File: src/rtl/tgc_pkg.sv
package tgc_pkg;

  localparam int unsigned COORD_W = 12;
  localparam int unsigned SQ_W    = 2 * COORD_W;
  localparam int unsigned MOVE_W  = SQ_W + 1;
  localparam int unsigned TIME_W  = 32;
  localparam int unsigned FC_W    = 8;
  localparam int unsigned CFG_IDX_W = 3;

  localparam int unsigned PANEL_WIDTH  = 480;
  localparam int unsigned PANEL_HEIGHT = 480;

  localparam logic [TIME_W-1:0]  HOLD_MS_RST        = 32'd1000;
  localparam logic [TIME_W-1:0]  LONG_HOLD_MS_RST   = 32'd10000;
  localparam logic [TIME_W-1:0]  RELEASE_MS_RST     = 32'd30;
  localparam logic [COORD_W-1:0] TAP_RADIUS_PX_RST  = 12'd20;
  localparam logic [COORD_W-1:0] SWIPE_MIN_PX_RST   = 12'd40;
  localparam logic [TIME_W-1:0]  TAP_CONFIRM_MS_RST = 32'd150;
  localparam logic [TIME_W-1:0]  REPRESS_MIN_MS_RST = 32'd60;

  localparam logic [FC_W-1:0] ONE_FINGER = 8'd1;

  typedef enum logic [2:0] {
    G_NONE  = 3'd0,
    G_UP    = 3'd1,
    G_DOWN  = 3'd2,
    G_LEFT  = 3'd3,
    G_RIGHT = 3'd4,
    G_TAP   = 3'd5,
    G_HOLD  = 3'd6
  } gesture_e;

  typedef enum logic [CFG_IDX_W-1:0] {
    CFG_HOLD_MS        = 3'd0,
    CFG_LONG_HOLD_MS   = 3'd1,
    CFG_RELEASE_MS     = 3'd2,
    CFG_TAP_RADIUS_PX  = 3'd3,
    CFG_SWIPE_MIN_PX   = 3'd4,
    CFG_TAP_CONFIRM_MS = 3'd5,
    CFG_REPRESS_MIN_MS = 3'd6
  } cfg_idx_e;

  typedef struct packed {
    logic [COORD_W-1:0] y;
    logic [COORD_W-1:0] x;
  } point_t;

  // outcome of finalizing a press
  typedef struct packed {
    logic              ev_gesture;
    logic              ev_tap;
    logic              ev_hold;
    gesture_e          code;
    logic [TIME_W-1:0] duration;
  } fin_t;

  function automatic logic [COORD_W-1:0] abs_diff(logic [COORD_W-1:0] a,
                                                  logic [COORD_W-1:0] b);
    return (a >= b) ? (a - b) : (b - a);
  endfunction

  function automatic logic [MOVE_W-1:0] dist_sq(point_t a, point_t b);
    logic [COORD_W-1:0] ax;
    logic [COORD_W-1:0] ay;
    logic [SQ_W-1:0]    sx;
    logic [SQ_W-1:0]    sy;
    ax = abs_diff(a.x, b.x);
    ay = abs_diff(a.y, b.y);
    sx = SQ_W'(ax) * SQ_W'(ax);
    sy = SQ_W'(ay) * SQ_W'(ay);
    return {1'b0, sx} + {1'b0, sy};
  endfunction

endpackage

File: src/rtl/tgc_classify.sv
module tgc_classify (
  input  tgc_pkg::point_t                press_pt_i,
  input  tgc_pkg::point_t                rel_pt_i,
  input  logic [tgc_pkg::TIME_W-1:0]     press_stamp_i,
  input  logic [tgc_pkg::TIME_W-1:0]     rel_stamp_i,
  input  logic                           swipe_i,
  input  logic                           hold_i,
  input  logic                           tap_ok_i,
  input  logic [tgc_pkg::SQ_W-1:0]       rad_sq_i,
  input  logic [tgc_pkg::SQ_W-1:0]       swipe_sq_i,
  input  logic [tgc_pkg::TIME_W-1:0]     tap_confirm_ms_i,
  output tgc_pkg::fin_t                  fin_o
);

  logic [tgc_pkg::MOVE_W-1:0]  d2;
  logic [tgc_pkg::COORD_W-1:0] ax;
  logic [tgc_pkg::COORD_W-1:0] ay;
  logic [tgc_pkg::TIME_W-1:0]  dur;
  logic                        quick;
  tgc_pkg::gesture_e           code;

  always_comb begin
    d2    = tgc_pkg::dist_sq(rel_pt_i, press_pt_i);
    ax    = tgc_pkg::abs_diff(rel_pt_i.x, press_pt_i.x);
    ay    = tgc_pkg::abs_diff(rel_pt_i.y, press_pt_i.y);
    dur   = rel_stamp_i - press_stamp_i;
    quick = (dur != '0) && (dur < tap_confirm_ms_i);
    code  = tgc_pkg::G_NONE;
    if (swipe_i || (d2 >= {1'b0, swipe_sq_i})) begin
      // dominant axis picks the direction, ties go horizontal
      if (ax >= ay) begin
        code = (rel_pt_i.x >= press_pt_i.x) ? tgc_pkg::G_RIGHT : tgc_pkg::G_LEFT;
      end else begin
        code = (rel_pt_i.y >= press_pt_i.y) ? tgc_pkg::G_DOWN : tgc_pkg::G_UP;
      end
    end else if (hold_i) begin
      code = tgc_pkg::G_HOLD;
    end else if ((d2 <= {1'b0, rad_sq_i}) && (tap_ok_i || quick)) begin
      code = tgc_pkg::G_TAP;
    end
    fin_o.code       = code;
    fin_o.duration   = dur;
    fin_o.ev_gesture = (code != tgc_pkg::G_NONE);
    fin_o.ev_tap     = (code == tgc_pkg::G_TAP);
    fin_o.ev_hold    = (code == tgc_pkg::G_HOLD);
  end

endmodule

File: src/rtl/touch_gesture_classifier.sv
// touch gesture classifier
// input channel: one transfer per controller poll (finger count, raw x/y,
// millisecond timestamp). only a finger count of exactly one is a touch; x
// and y are clamped to the panel size before use.
// output channel: one result per poll with press/tap/hold/gesture events,
// the gesture code, press/hold/long-hold levels, the last touch point and
// the duration of the last finalized press, cleared when a new press starts.
// the transfer loads the input register, and the poll then moves through the
// classify logic into the state and result registers. throughput is one poll
// per cycle while the receiver takes results, limited only by the single pass
// through the distance squarers and compares.
// configuration writes take effect from the cycle after the write; threshold
// radii are squared at write time. write only while the block is idle.
// reset clears all tracking state, loads the default thresholds and empties
// both stages. when the receiver stalls, the result register holds and the
// input register keeps one more poll, after which in_ready_o drops.
module touch_gesture_classifier #(
  parameter int unsigned PanelWidth  = tgc_pkg::PANEL_WIDTH,
  parameter int unsigned PanelHeight = tgc_pkg::PANEL_HEIGHT
) (
  input  logic                             clk_i,
  input  logic                             rst_ni,
  input  logic                             cfg_we_i,
  input  logic [tgc_pkg::CFG_IDX_W-1:0]    cfg_idx_i,
  input  logic [tgc_pkg::TIME_W-1:0]       cfg_data_i,
  input  logic                             in_valid_i,
  output logic                             in_ready_o,
  input  logic [tgc_pkg::FC_W-1:0]         finger_count_i,
  input  logic [tgc_pkg::COORD_W-1:0]      x_raw_i,
  input  logic [tgc_pkg::COORD_W-1:0]      y_raw_i,
  input  logic [tgc_pkg::TIME_W-1:0]       now_ms_i,
  output logic                             out_valid_o,
  input  logic                             out_ready_i,
  output logic                             new_press_o,
  output logic                             new_tap_release_o,
  output logic                             new_hold_release_o,
  output logic                             new_gesture_o,
  output logic [2:0]                       gesture_code_o,
  output logic                             is_pressed_o,
  output logic                             is_hold_o,
  output logic                             is_long_hold_o,
  output logic [tgc_pkg::COORD_W-1:0]      cur_x_o,
  output logic [tgc_pkg::COORD_W-1:0]      cur_y_o,
  output logic [tgc_pkg::TIME_W-1:0]       press_duration_ms_o
);

  localparam int unsigned CW = tgc_pkg::COORD_W;
  localparam int unsigned TW = tgc_pkg::TIME_W;
  localparam logic [CW:0] XLimit = (CW + 1)'(PanelWidth);
  localparam logic [CW:0] YLimit = (CW + 1)'(PanelHeight);
  localparam logic [CW:0] XMax   = (CW + 1)'(PanelWidth - 1);
  localparam logic [CW:0] YMax   = (CW + 1)'(PanelHeight - 1);

  // configuration
  logic [TW-1:0]           hold_ms_q, long_hold_ms_q, release_ms_q;
  logic [TW-1:0]           tap_confirm_ms_q, repress_min_ms_q;
  logic [tgc_pkg::SQ_W-1:0] rad_sq_q, swipe_sq_q;
  logic [CW-1:0]           cfg_px;

  assign cfg_px = cfg_data_i[CW-1:0];

  always_ff @(posedge clk_i or negedge rst_ni) begin
    if (!rst_ni) begin
      hold_ms_q        <= tgc_pkg::HOLD_MS_RST;
      long_hold_ms_q   <= tgc_pkg::LONG_HOLD_MS_RST;
      release_ms_q     <= tgc_pkg::RELEASE_MS_RST;
      rad_sq_q         <= tgc_pkg::SQ_W'(tgc_pkg::TAP_RADIUS_PX_RST)
                          * tgc_pkg::SQ_W'(tgc_pkg::TAP_RADIUS_PX_RST);
      swipe_sq_q       <= tgc_pkg::SQ_W'(tgc_pkg::SWIPE_MIN_PX_RST)
                          * tgc_pkg::SQ_W'(tgc_pkg::SWIPE_MIN_PX_RST);
      tap_confirm_ms_q <= tgc_pkg::TAP_CONFIRM_MS_RST;
      repress_min_ms_q <= tgc_pkg::REPRESS_MIN_MS_RST;
    end else if (cfg_we_i) begin
      case (tgc_pkg::cfg_idx_e'(cfg_idx_i))
        tgc_pkg::CFG_HOLD_MS:        hold_ms_q        <= cfg_data_i;
        tgc_pkg::CFG_LONG_HOLD_MS:   long_hold_ms_q   <= cfg_data_i;
        tgc_pkg::CFG_RELEASE_MS:     release_ms_q     <= cfg_data_i;
        tgc_pkg::CFG_TAP_RADIUS_PX:  rad_sq_q   <= tgc_pkg::SQ_W'(cfg_px) * tgc_pkg::SQ_W'(cfg_px);
        tgc_pkg::CFG_SWIPE_MIN_PX:   swipe_sq_q <= tgc_pkg::SQ_W'(cfg_px) * tgc_pkg::SQ_W'(cfg_px);
        tgc_pkg::CFG_TAP_CONFIRM_MS: tap_confirm_ms_q <= cfg_data_i;
        tgc_pkg::CFG_REPRESS_MIN_MS: repress_min_ms_q <= cfg_data_i;
        default: ;
      endcase
    end
  end

  // input register
  logic            s1_valid_q;
  logic            s1_touch_q;
  tgc_pkg::point_t s1_pt_q;
  logic [TW-1:0]   s1_now_q;
  logic            s1_adv;
  logic            out_valid_q;
  tgc_pkg::point_t in_pt;

  assign s1_adv     = s1_valid_q && (!out_valid_q || out_ready_i);
  assign in_ready_o = !s1_valid_q || s1_adv;

  always_comb begin
    in_pt.x = ({1'b0, x_raw_i} >= XLimit) ? XMax[CW-1:0] : x_raw_i;
    in_pt.y = ({1'b0, y_raw_i} >= YLimit) ? YMax[CW-1:0] : y_raw_i;
  end

  always_ff @(posedge clk_i or negedge rst_ni) begin
    if (!rst_ni) begin
      s1_valid_q <= 1'b0;
    end else if (in_ready_o) begin
      s1_valid_q <= in_valid_i;
    end
  end

  always_ff @(posedge clk_i) begin
    if (in_ready_o && in_valid_i) begin
      s1_touch_q <= (finger_count_i == tgc_pkg::ONE_FINGER);
      s1_pt_q    <= in_pt;
      s1_now_q   <= now_ms_i;
    end
  end

  // tracking state
  logic pressed_q, hold_q, long_q, tap_ok_q, swipe_q, rpend_q;
  logic pressed_d, hold_d, long_d, tap_ok_d, swipe_d, rpend_d;
  logic [tgc_pkg::MOVE_W-1:0] max_move_q, max_move_d;
  logic [TW-1:0]   press_stamp_q, press_stamp_d, rel_stamp_q, rel_stamp_d;
  tgc_pkg::point_t press_pt_q, press_pt_d, rel_pt_q, rel_pt_d, last_pt_q, last_pt_d;
  tgc_pkg::gesture_e gest_q, gest_d;
  logic [TW-1:0]   dur_q, dur_d;
  logic ev_press_q, ev_tap_q, ev_hold_q, ev_gest_q;
  logic ev_press_d, ev_tap_d, ev_hold_d, ev_gest_d;

  tgc_pkg::fin_t              fin;
  logic [TW-1:0]              gap, elapsed;
  logic [tgc_pkg::MOVE_W-1:0] d2;
  logic                       fin_touch, fin_rel, still_pressed, tap_set;

  tgc_classify u_classify (
    .press_pt_i       (press_pt_q),
    .rel_pt_i         (rel_pt_q),
    .press_stamp_i    (press_stamp_q),
    .rel_stamp_i      (rel_stamp_q),
    .swipe_i          (swipe_q),
    .hold_i           (hold_q),
    .tap_ok_i         (tap_ok_q),
    .rad_sq_i         (rad_sq_q),
    .swipe_sq_i       (swipe_sq_q),
    .tap_confirm_ms_i (tap_confirm_ms_q),
    .fin_o            (fin)
  );

  always_comb begin
    gap       = s1_now_q - rel_stamp_q;
    elapsed   = s1_now_q - press_stamp_q;
    d2        = tgc_pkg::dist_sq(s1_pt_q, press_pt_q);
    fin_touch = s1_touch_q && pressed_q && rpend_q && (gap >= repress_min_ms_q);
    fin_rel   = !s1_touch_q && pressed_q && rpend_q && (gap > release_ms_q);
    still_pressed = pressed_q && !fin_touch;
    tap_set   = 1'b0;

    pressed_d     = pressed_q;
    hold_d        = hold_q;
    long_d        = long_q;
    tap_ok_d      = tap_ok_q;
    swipe_d       = swipe_q;
    rpend_d       = rpend_q;
    max_move_d    = max_move_q;
    press_stamp_d = press_stamp_q;
    rel_stamp_d   = rel_stamp_q;
    press_pt_d    = press_pt_q;
    rel_pt_d      = rel_pt_q;
    last_pt_d     = last_pt_q;
    gest_d        = gest_q;
    dur_d         = dur_q;
    ev_press_d    = 1'b0;
    ev_tap_d      = 1'b0;
    ev_hold_d     = 1'b0;
    ev_gest_d     = 1'b0;

    // finalize the earlier press; a touch path then starts a new one
    if (fin_touch || fin_rel) begin
      ev_tap_d  = fin.ev_tap;
      ev_hold_d = fin.ev_hold;
      ev_gest_d = fin.ev_gesture;
      dur_d     = fin.duration;
      if (fin.ev_gesture) begin
        gest_d = fin.code;
      end
      pressed_d = 1'b0;
      hold_d    = 1'b0;
      long_d    = 1'b0;
      rpend_d   = 1'b0;
    end

    if (s1_touch_q) begin
      rpend_d   = 1'b0;
      last_pt_d = s1_pt_q;
      rel_pt_d  = s1_pt_q;
      if (!still_pressed) begin
        pressed_d     = 1'b1;
        press_stamp_d = s1_now_q;
        dur_d         = '0;
        press_pt_d    = s1_pt_q;
        gest_d        = tgc_pkg::G_NONE;
        tap_ok_d      = 1'b0;
        swipe_d       = 1'b0;
        max_move_d    = '0;
        ev_press_d    = 1'b1;
      end else begin
        max_move_d = (d2 > max_move_q) ? d2 : max_move_q;
        swipe_d    = swipe_q || (d2 >= {1'b0, swipe_sq_q});
        tap_set    = (elapsed >= tap_confirm_ms_q) && (max_move_d <= {1'b0, rad_sq_q});
        tap_ok_d   = (tap_ok_q || tap_set) && !swipe_d;
        if (!hold_q && (elapsed > hold_ms_q)) begin
          hold_d = 1'b1;
          if (!long_q && (elapsed > long_hold_ms_q)) begin
            long_d = 1'b1;
          end
        end
      end
    end else if (pressed_q && !rpend_q) begin
      rpend_d     = 1'b1;
      rel_stamp_d = s1_now_q;
      rel_pt_d    = last_pt_q;
    end
  end

  always_ff @(posedge clk_i or negedge rst_ni) begin
    if (!rst_ni) begin
      pressed_q     <= 1'b0;
      hold_q        <= 1'b0;
      long_q        <= 1'b0;
      tap_ok_q      <= 1'b0;
      swipe_q       <= 1'b0;
      rpend_q       <= 1'b0;
      max_move_q    <= '0;
      press_stamp_q <= '0;
      rel_stamp_q   <= '0;
      press_pt_q    <= '0;
      rel_pt_q      <= '0;
      last_pt_q     <= '0;
      gest_q        <= tgc_pkg::G_NONE;
      dur_q         <= '0;
      ev_press_q    <= 1'b0;
      ev_tap_q      <= 1'b0;
      ev_hold_q     <= 1'b0;
      ev_gest_q     <= 1'b0;
    end else if (s1_adv) begin
      pressed_q     <= pressed_d;
      hold_q        <= hold_d;
      long_q        <= long_d;
      tap_ok_q      <= tap_ok_d;
      swipe_q       <= swipe_d;
      rpend_q       <= rpend_d;
      max_move_q    <= max_move_d;
      press_stamp_q <= press_stamp_d;
      rel_stamp_q   <= rel_stamp_d;
      press_pt_q    <= press_pt_d;
      rel_pt_q      <= rel_pt_d;
      last_pt_q     <= last_pt_d;
      gest_q        <= gest_d;
      dur_q         <= dur_d;
      ev_press_q    <= ev_press_d;
      ev_tap_q      <= ev_tap_d;
      ev_hold_q     <= ev_hold_d;
      ev_gest_q     <= ev_gest_d;
    end
  end

  // result register: state only moves when a result is loaded
  always_ff @(posedge clk_i or negedge rst_ni) begin
    if (!rst_ni) begin
      out_valid_q <= 1'b0;
    end else if (s1_adv) begin
      out_valid_q <= 1'b1;
    end else if (out_ready_i) begin
      out_valid_q <= 1'b0;
    end
  end

  assign out_valid_o         = out_valid_q;
  assign new_press_o         = ev_press_q;
  assign new_tap_release_o   = ev_tap_q;
  assign new_hold_release_o  = ev_hold_q;
  assign new_gesture_o       = ev_gest_q;
  assign gesture_code_o      = gest_q;
  assign is_pressed_o        = pressed_q;
  assign is_hold_o           = hold_q;
  assign is_long_hold_o      = long_q;
  assign cur_x_o             = last_pt_q.x;
  assign cur_y_o             = last_pt_q.y;
  assign press_duration_ms_o = dur_q;

endmodule
File: config.mk
export PLATFORM = sky130hd
export DESIGN_NAME = touch_gesture_classifier
export DESIGN_NICKNAME = d
export VERILOG_FILES = /design/src/rtl/tgc_pkg.sv /design/src/rtl/tgc_classify.sv /design/src/rtl/touch_gesture_classifier.sv
export SDC_FILE = /design/constraint.sdc
export NUM_CORES = 2
export LEC_CHECK = 0
export ABC_AREA = 1
export BUFFER_PORTS_ARGS = -buffer_cell sky130_fd_sc_hd__buf_4
export CORE_UTILIZATION = 59
export DETAILED_ROUTE_END_ITERATION = 12
export GPL_ROUTABILITY_DRIVEN = 0
export MAX_ROUTING_LAYER = met4
export PLACE_DENSITY = 0.79
export SLEW_MARGIN = 10
export SYNTH_ARGS = -nofsm -noshare
export SYNTH_HDL_FRONTEND = slang
export SYNTH_SLANG_ARGS = --single-unit
File: constraint.sdc
create_clock -name clk_i -period 10 [get_ports clk_i]
set_input_delay 2.5 -clock clk_i [delete_from_list [all_inputs] [get_ports clk_i]]
set_output_delay 2.5 -clock clk_i [all_outputs]
set_load 0.005 [all_outputs]
======== Word level (Yosys, flattened, before mapping) ========
Cells that the tools add are included.
word-level totals
  register bits ........................... 473
  input bits .............................. 104
  output and inout bits ................... 68
operators by class
  add/sub/neg operators ................... 13
  multipliers ............................. 5
  magnitude comparators ................... 18
  equality and inequality tests ........... 9
  mux-type cells .......................... 45
  bitwise logic cells ..................... 2
  reduce and logical (&&, ||, !) cells .... 49
operators by type and width
  kind                 number
  $mul 12x12->24       5
  $gt 32x32->1         3
  $mux 32              3
  $sub 12x12->12       8
  $sub 32x32->32       3
  $ge 32x32->1         2
  $ge 12x12->1         5
  $add 24x24->25       2
  $ge 25x24->1         2
  $le 25x24->1         2
  $mux 25              2
  $mux 12              4
  $mux 24              2
  $lt 32x32->1         1
  $reduce_bool 32->1   1
  $mux 3               9
  $gt 25x25->1         1
  $ge 12x9->1 const B  2
  $mux 1               24
  $reduce_and 2->1     10
  $logic_and 1x1->1    16
  $eq 3x3->1 const B   5
  $eq 8x1->1 const B   1
  $logic_not 1->1      8
  9 further kinds      20

======== Logic depth before layout (Yosys ltp) ========
  word-level depth ........................ 14
  depth in mapped cells ................... 66
  mapped depth without buffers ............ 64

======== Modules after synthesis ========
A second synthesis with hierarchy kept.
second synthesis, totals
  cells, all modules ...................... 7224
  area, all modules ....................... 56705.6 µm²
modules (own cells, without submodules)
  module                    times used  cells each  area each (µm²)  seq. area each (µm²)
  touch_gesture_classifier  1           4933        40971.8          12107.9
  tgc_classify              1           2291        15733.8          0.0

======== Worst setup path before layout ========
OpenSTA, ideal clock, no wires.
  path type ............................... register -> register
  start ................................... reg s1_pt_q[0] (netlist bit)
  end ..................................... reg tap_ok_q
  arrival ................................. 9.993 ns
  setup slack ............................. -0.070 ns
  stages on the path, launching flop included .. 58
  buffers on the path ..................... 3
  cell sequence ........................... edfxtp_1 inv_1 ha_1 inv_1 fa_1 a31oi_1 nand3b_1 nand3_2 buf_6 nand3_1 o21ai_1 xor2_1 buf_4 inv_1 nand2_1 fa_1 inv_1 fa_1 (+22 left out) inv_1 and3_1 nand2_1 nand3_1 nand2_1 inv_1 clkbuf_1 o21ai_0 ha_1 a21oi_1 nor2_1 a211oi_1 o311ai_0 nor2_1 nand2_1 nand2_1 nand2_1 a21oi_1
between the ends
  longest elaborated chain between the ends .. 11
  elaborated cells on any way between the ends .. 16
  those cells by class .................... add/sub (3); mul (1); order compare (4); mux (3); reduce/logical (5)
ends and longest elaborated chain
  what                                            line                             source
  start, declared                                 touch_gesture_classifier.sv:90   tgc_pkg::point_t s1_pt_q;
  start signal, assigned                          touch_gesture_classifier.sv:115  s1_pt_q <= in_pt;
  $sub 12x12->12 or $ge 12x12->1 (tied branches)  tgc_pkg.sv:59                    return (a >= b) ? (a - b) : (b - a);
  $mux 12 (*)                                     tgc_pkg.sv:59
  $mul 12x12->24 (*)                              tgc_pkg.sv:69                    sx = SQ_W'(ax) * SQ_W'(ax);
  $add 24x24->25 (*)                              tgc_pkg.sv:71                    return {1'b0, sx} + {1'b0, sy};
  $gt 25x25->1                                    touch_gesture_classifier.sv:208  max_move_d = (d2 > max_move_q) ? d2 : max_move_q;
  $mux 25                                         touch_gesture_classifier.sv:208
  $le 25x24->1                                    touch_gesture_classifier.sv:210  tap_set = (elapsed >= tap_confirm_ms_q) && (max_move_d <= {1'b0, rad_sq_q});
  $logic_and 1x1->1                               touch_gesture_classifier.sv:210
  $logic_or 1x1->1                                touch_gesture_classifier.sv:211  tap_ok_d = (tap_ok_q || tap_set) && !swipe_d;
  $logic_and 1x1->1 (*)                           touch_gesture_classifier.sv:211
  $mux 1 (*)                                      touch_gesture_classifier.sv:197  if (!still_pressed) begin
  end signal, assigned                            touch_gesture_classifier.sv:250  tap_ok_q <= tap_ok_d;
  end, declared                                   touch_gesture_classifier.sv:121  logic pressed_q, hold_q, long_q, tap_ok_q, swipe_q, rpend_q;
Every way passes the cells marked *; elsewhere a longest branch is shown, timed or not.
A chain may end at the register's enable or synchronous reset.

======== Final worst setup path ========
Same ends and word-level chain as after synthesis.

==> metrics.md <==
| Metric | Value |
|---|---|
| Vias in the first global route | 50900 |
| Critical R2R Launch | s1_pt_q[0]$_SDFFCE_PP1P_ |
| Post-Synth Adder-Cell Area | 0.354 |
| Tightest Hold Check Type | flip-flop to flip-flop |
| Most frequent cells in the layout | inv_1 (1420), nand2_1 (1339), buf_4 (825) |
| Clock Skew | 0.0421 ns |
| Drt total wl | 180000 µm |
| Yosys reg bits | 471 |
| Final Cycle Share | 1.08 |
| Routed vias/inst | 5.76 |
| Final Core Density | 0.729 |
| Mapped Avg Cell Area | 7.98 µm² |
| Top_reg_cell synth | dfrtp_1 |
| CP max stage delay | 0.58 ns |
| Reg clk slew, reported paths | 0.08 ns |
| IO buf count | 171 |
| Std-Cell Rows | 111 |
| Gr ovfl total | 0 |
| First-pass GRT wire length | 261000 µm |
| Distinct cell type count after synthesis | 69 |
| Hold Crit Endpoint | long_hold_ms_q[31]$_DFFE_PN0P_ |
| Slew headroom | 0.206 |
| Die Span Y | 308 µm |
| Routed via count | 51700 |
| Dpl ws | -0.545 ns |
| Worst Reg2Reg Path Length in Cells | 54 |
| Sequential area share after synthesis | 0.220 |
| FFs w/ async S/R, synth | 0.879 |
| Critical Path Start Type | flip-flop |
| Synth Warn # | 0 |
| Req. time, crit path | 10.58 ns |
| Slew Viols, Final | 0 |
| ANT nets after route | 0 |
| CTS tree | built |
| Die X | 308 µm |
| DR iter-0 viols | 4726 |
| Total CTS buffers | 53 |
| Mux cell area share after synthesis | 0.00127 |
| Syn Inst Count | 6901 |
| Largest family of logic cells by synthesized area | adder cells |
| Clock sink count | 471 |
| Total track usage | 0.361 |
| Cell Area, Synth | 0.0551 mm² |
| Final Hold Viols | 0 |
| Worst slew pin tran | 1.19 ns |
| FF-to-FF End | tap_ok_q$_DFFE_PN0P_ |
| Hold path depth | 2 |
| Hold path start | long_hold_ms_q[31]$_DFFE_PN0P_ |
| Max Fclk | 92.6 MHz |
| Post-Synth Simple-Gate Area | 0.161 |
| I/O pin count | 172 |
| H-tree depth | 2 |
| R2R Setup Slk | -0.80 ns |
| Post-route setup slack | -0.803 ns |
| Slowest CP cell | fa_1 |
| Post-synth EDFFs | 57 |
| Outcome | finished with violations |
| Initial core utilization | 0.598 |
| CTS max path bufs | 3 |
| Core box area | 0.0921 mm² |
| Worst Setup Path Type | flip-flop to flip-flop |
| Root buffer cell | clkbuf_16 |
| Final setup violation count | 7 |
| Drt first pass iters | 12 |
| Largest net degree at the start of global routing | 142 |
| # DRC | 2 |
| Post-Synth XOR/XNOR Area | 0.0340 |
| Crit end category | flip-flop |
| Post-DP HPWL | 132000 µm |
| Clk_lat worst skew | 0.67 ns |
| Crit path top cell by count | nand2_1 |
| Antenna violations before repair | 8 |
| Min cycle time layout | 10.80 ns |
| Failing checks | DRC, setup timing |
| Leading cell type in the layout, fill and taps excluded | inv_1 |
| CP Max Fanout | 8 |
| Max-capacitance violation count | 0 |
| RSZ-0062 raised after global routing | yes |
| P&R area growth vs syn | 21.9% |
| Final #Nets | 9064 |
| WL per Instance | 20.0 µm |
| Die Footprint | 0.0946 mm² |
| CP arrival | 11.38 ns |
| Share of cells above drive strength 1 | 0.205 |
| Post-synthesis compound-gate area fraction | 0.114 |
[routing by layer]
metal  vias up  part of all wire  routed length [µm]  track usage
met5         -                 0                   0            -
met4         0             0.092               16500        0.239
met3       955             0.085               15300       0.0646
met2      2717              0.47               85200        0.589
met1     24800              0.35               62500        0.407
li1      23300                 -                   -            -
[Yosys cell counts, types with 30 or more instances]
cell | n | area [µm²]
a21oi_1 | 375 | 1880
clkbuf_1 | 99 | 372
dfrtp_1 | 385 | 9630
edfxtp_1 | 57 | 1710
fa_1 | 492 | 9850
ha_1 | 773 | 9670
inv_1 | 1495 | 5610
nand2_1 | 1406 | 5280
nand3_1 | 137 | 686
nand4_1 | 55 | 344
nor2_1 | 397 | 1490
nor3_1 | 45 | 225
o211ai_1 | 34 | 255
o21ai_0 | 484 | 2420
o21ai_1 | 41 | 205
o22ai_1 | 30 | 188
xnor2_1 | 59 | 517
xor2_1 | 126 | 1100
[worst max-delay path by stage]
stage,startpoint,to,slack [ns],cells past startpoint
5_1_grt,s1_pt_q[0]$_SDFFCE_PP1P_,tap_ok_q$_DFFE_PN0P_,-1.09,58
6_report,s1_pt_q[0]$_SDFFCE_PP1P_,tap_ok_q$_DFFE_PN0P_,-0.80,54
3_5_place_dp,s1_pt_q[12]$_SDFFCE_PP1P_,tap_ok_q$_DFFE_PN0P_,-0.55,54
3_3_place_gp,s1_pt_q[12]$_SDFFCE_PP1P_,tap_ok_q$_DFFE_PN0P_,-0.33,53
4_1_cts,s1_pt_q[0]$_SDFFCE_PP1P_,tap_ok_q$_DFFE_PN0P_,-0.21,56
2_1_floorplan,s1_pt_q[0]$_SDFFCE_PP1P_,tap_ok_q$_DFFE_PN0P_,0.009,58
[layout make-up]
| type | count | area [µm²] |
|---|---|---|
| fill | 6278 | 24900 |
| inverter | 1516 | 5720 |
| antenna | 7 | 17.5 |
| sequential | 471 | 12100 |
| clock inverter | 23 | 330 |
| clock buffer | 76 | 1540 |
| tap | 1243 | 1560 |
| multi-input combinational | 4772 | 39000 |
| timing repair buffer | 881 | 6910 |
[cells by family after synthesis]
group           Yosys count
flops                   471
fa+ha+maj              1265
buf+inv                1664
mux                       7
xor+xnor                200
other cells               1
simple gates           2158
compound gates         1135
[worst max-delay path: cells and delay by family, from the launching register on]
family / cells / cell delay (ns)
adders and majority gates: 12 / 4.74
DFF: 1 / 0.47
AOI/OAI and AO/OA: 11 / 1.73
and+or+nand+nor: 16 / 1.83
buffers and inverters: 13 / 1.33
xor gates and xnor gates: 2 / 0.59
[stage by stage]
step | hold WS, ns | cell area [µm²] | TNS [ns] | std cells
2_1_floorplan | 0.453 | 55100 | 0 | 6906
3_3_place_gp | 0.466 | 61900 | -0.908 | 8770
3_5_place_dp | 0.473 | 61900 | -2.05 | 8770
4_1_cts | 0.487 | 64400 | -0.247 | 8890
5_1_grt | 0.495 | 67200 | -4.44 | 8988
6_report | 0.485 | 67200 | -2.76 | 8989
[repair_timing]
item	in CTS	in global routing
resized for setup	119	518
gates cloned	3	1
setup buffers	18	93
endpoints found under the setup margin	7	24
hold buffers	0	0
pin swaps	63	295
Power is not shown: default switching activity piles up to over one toggle a cycle in this logic, so the estimate is an artifact.
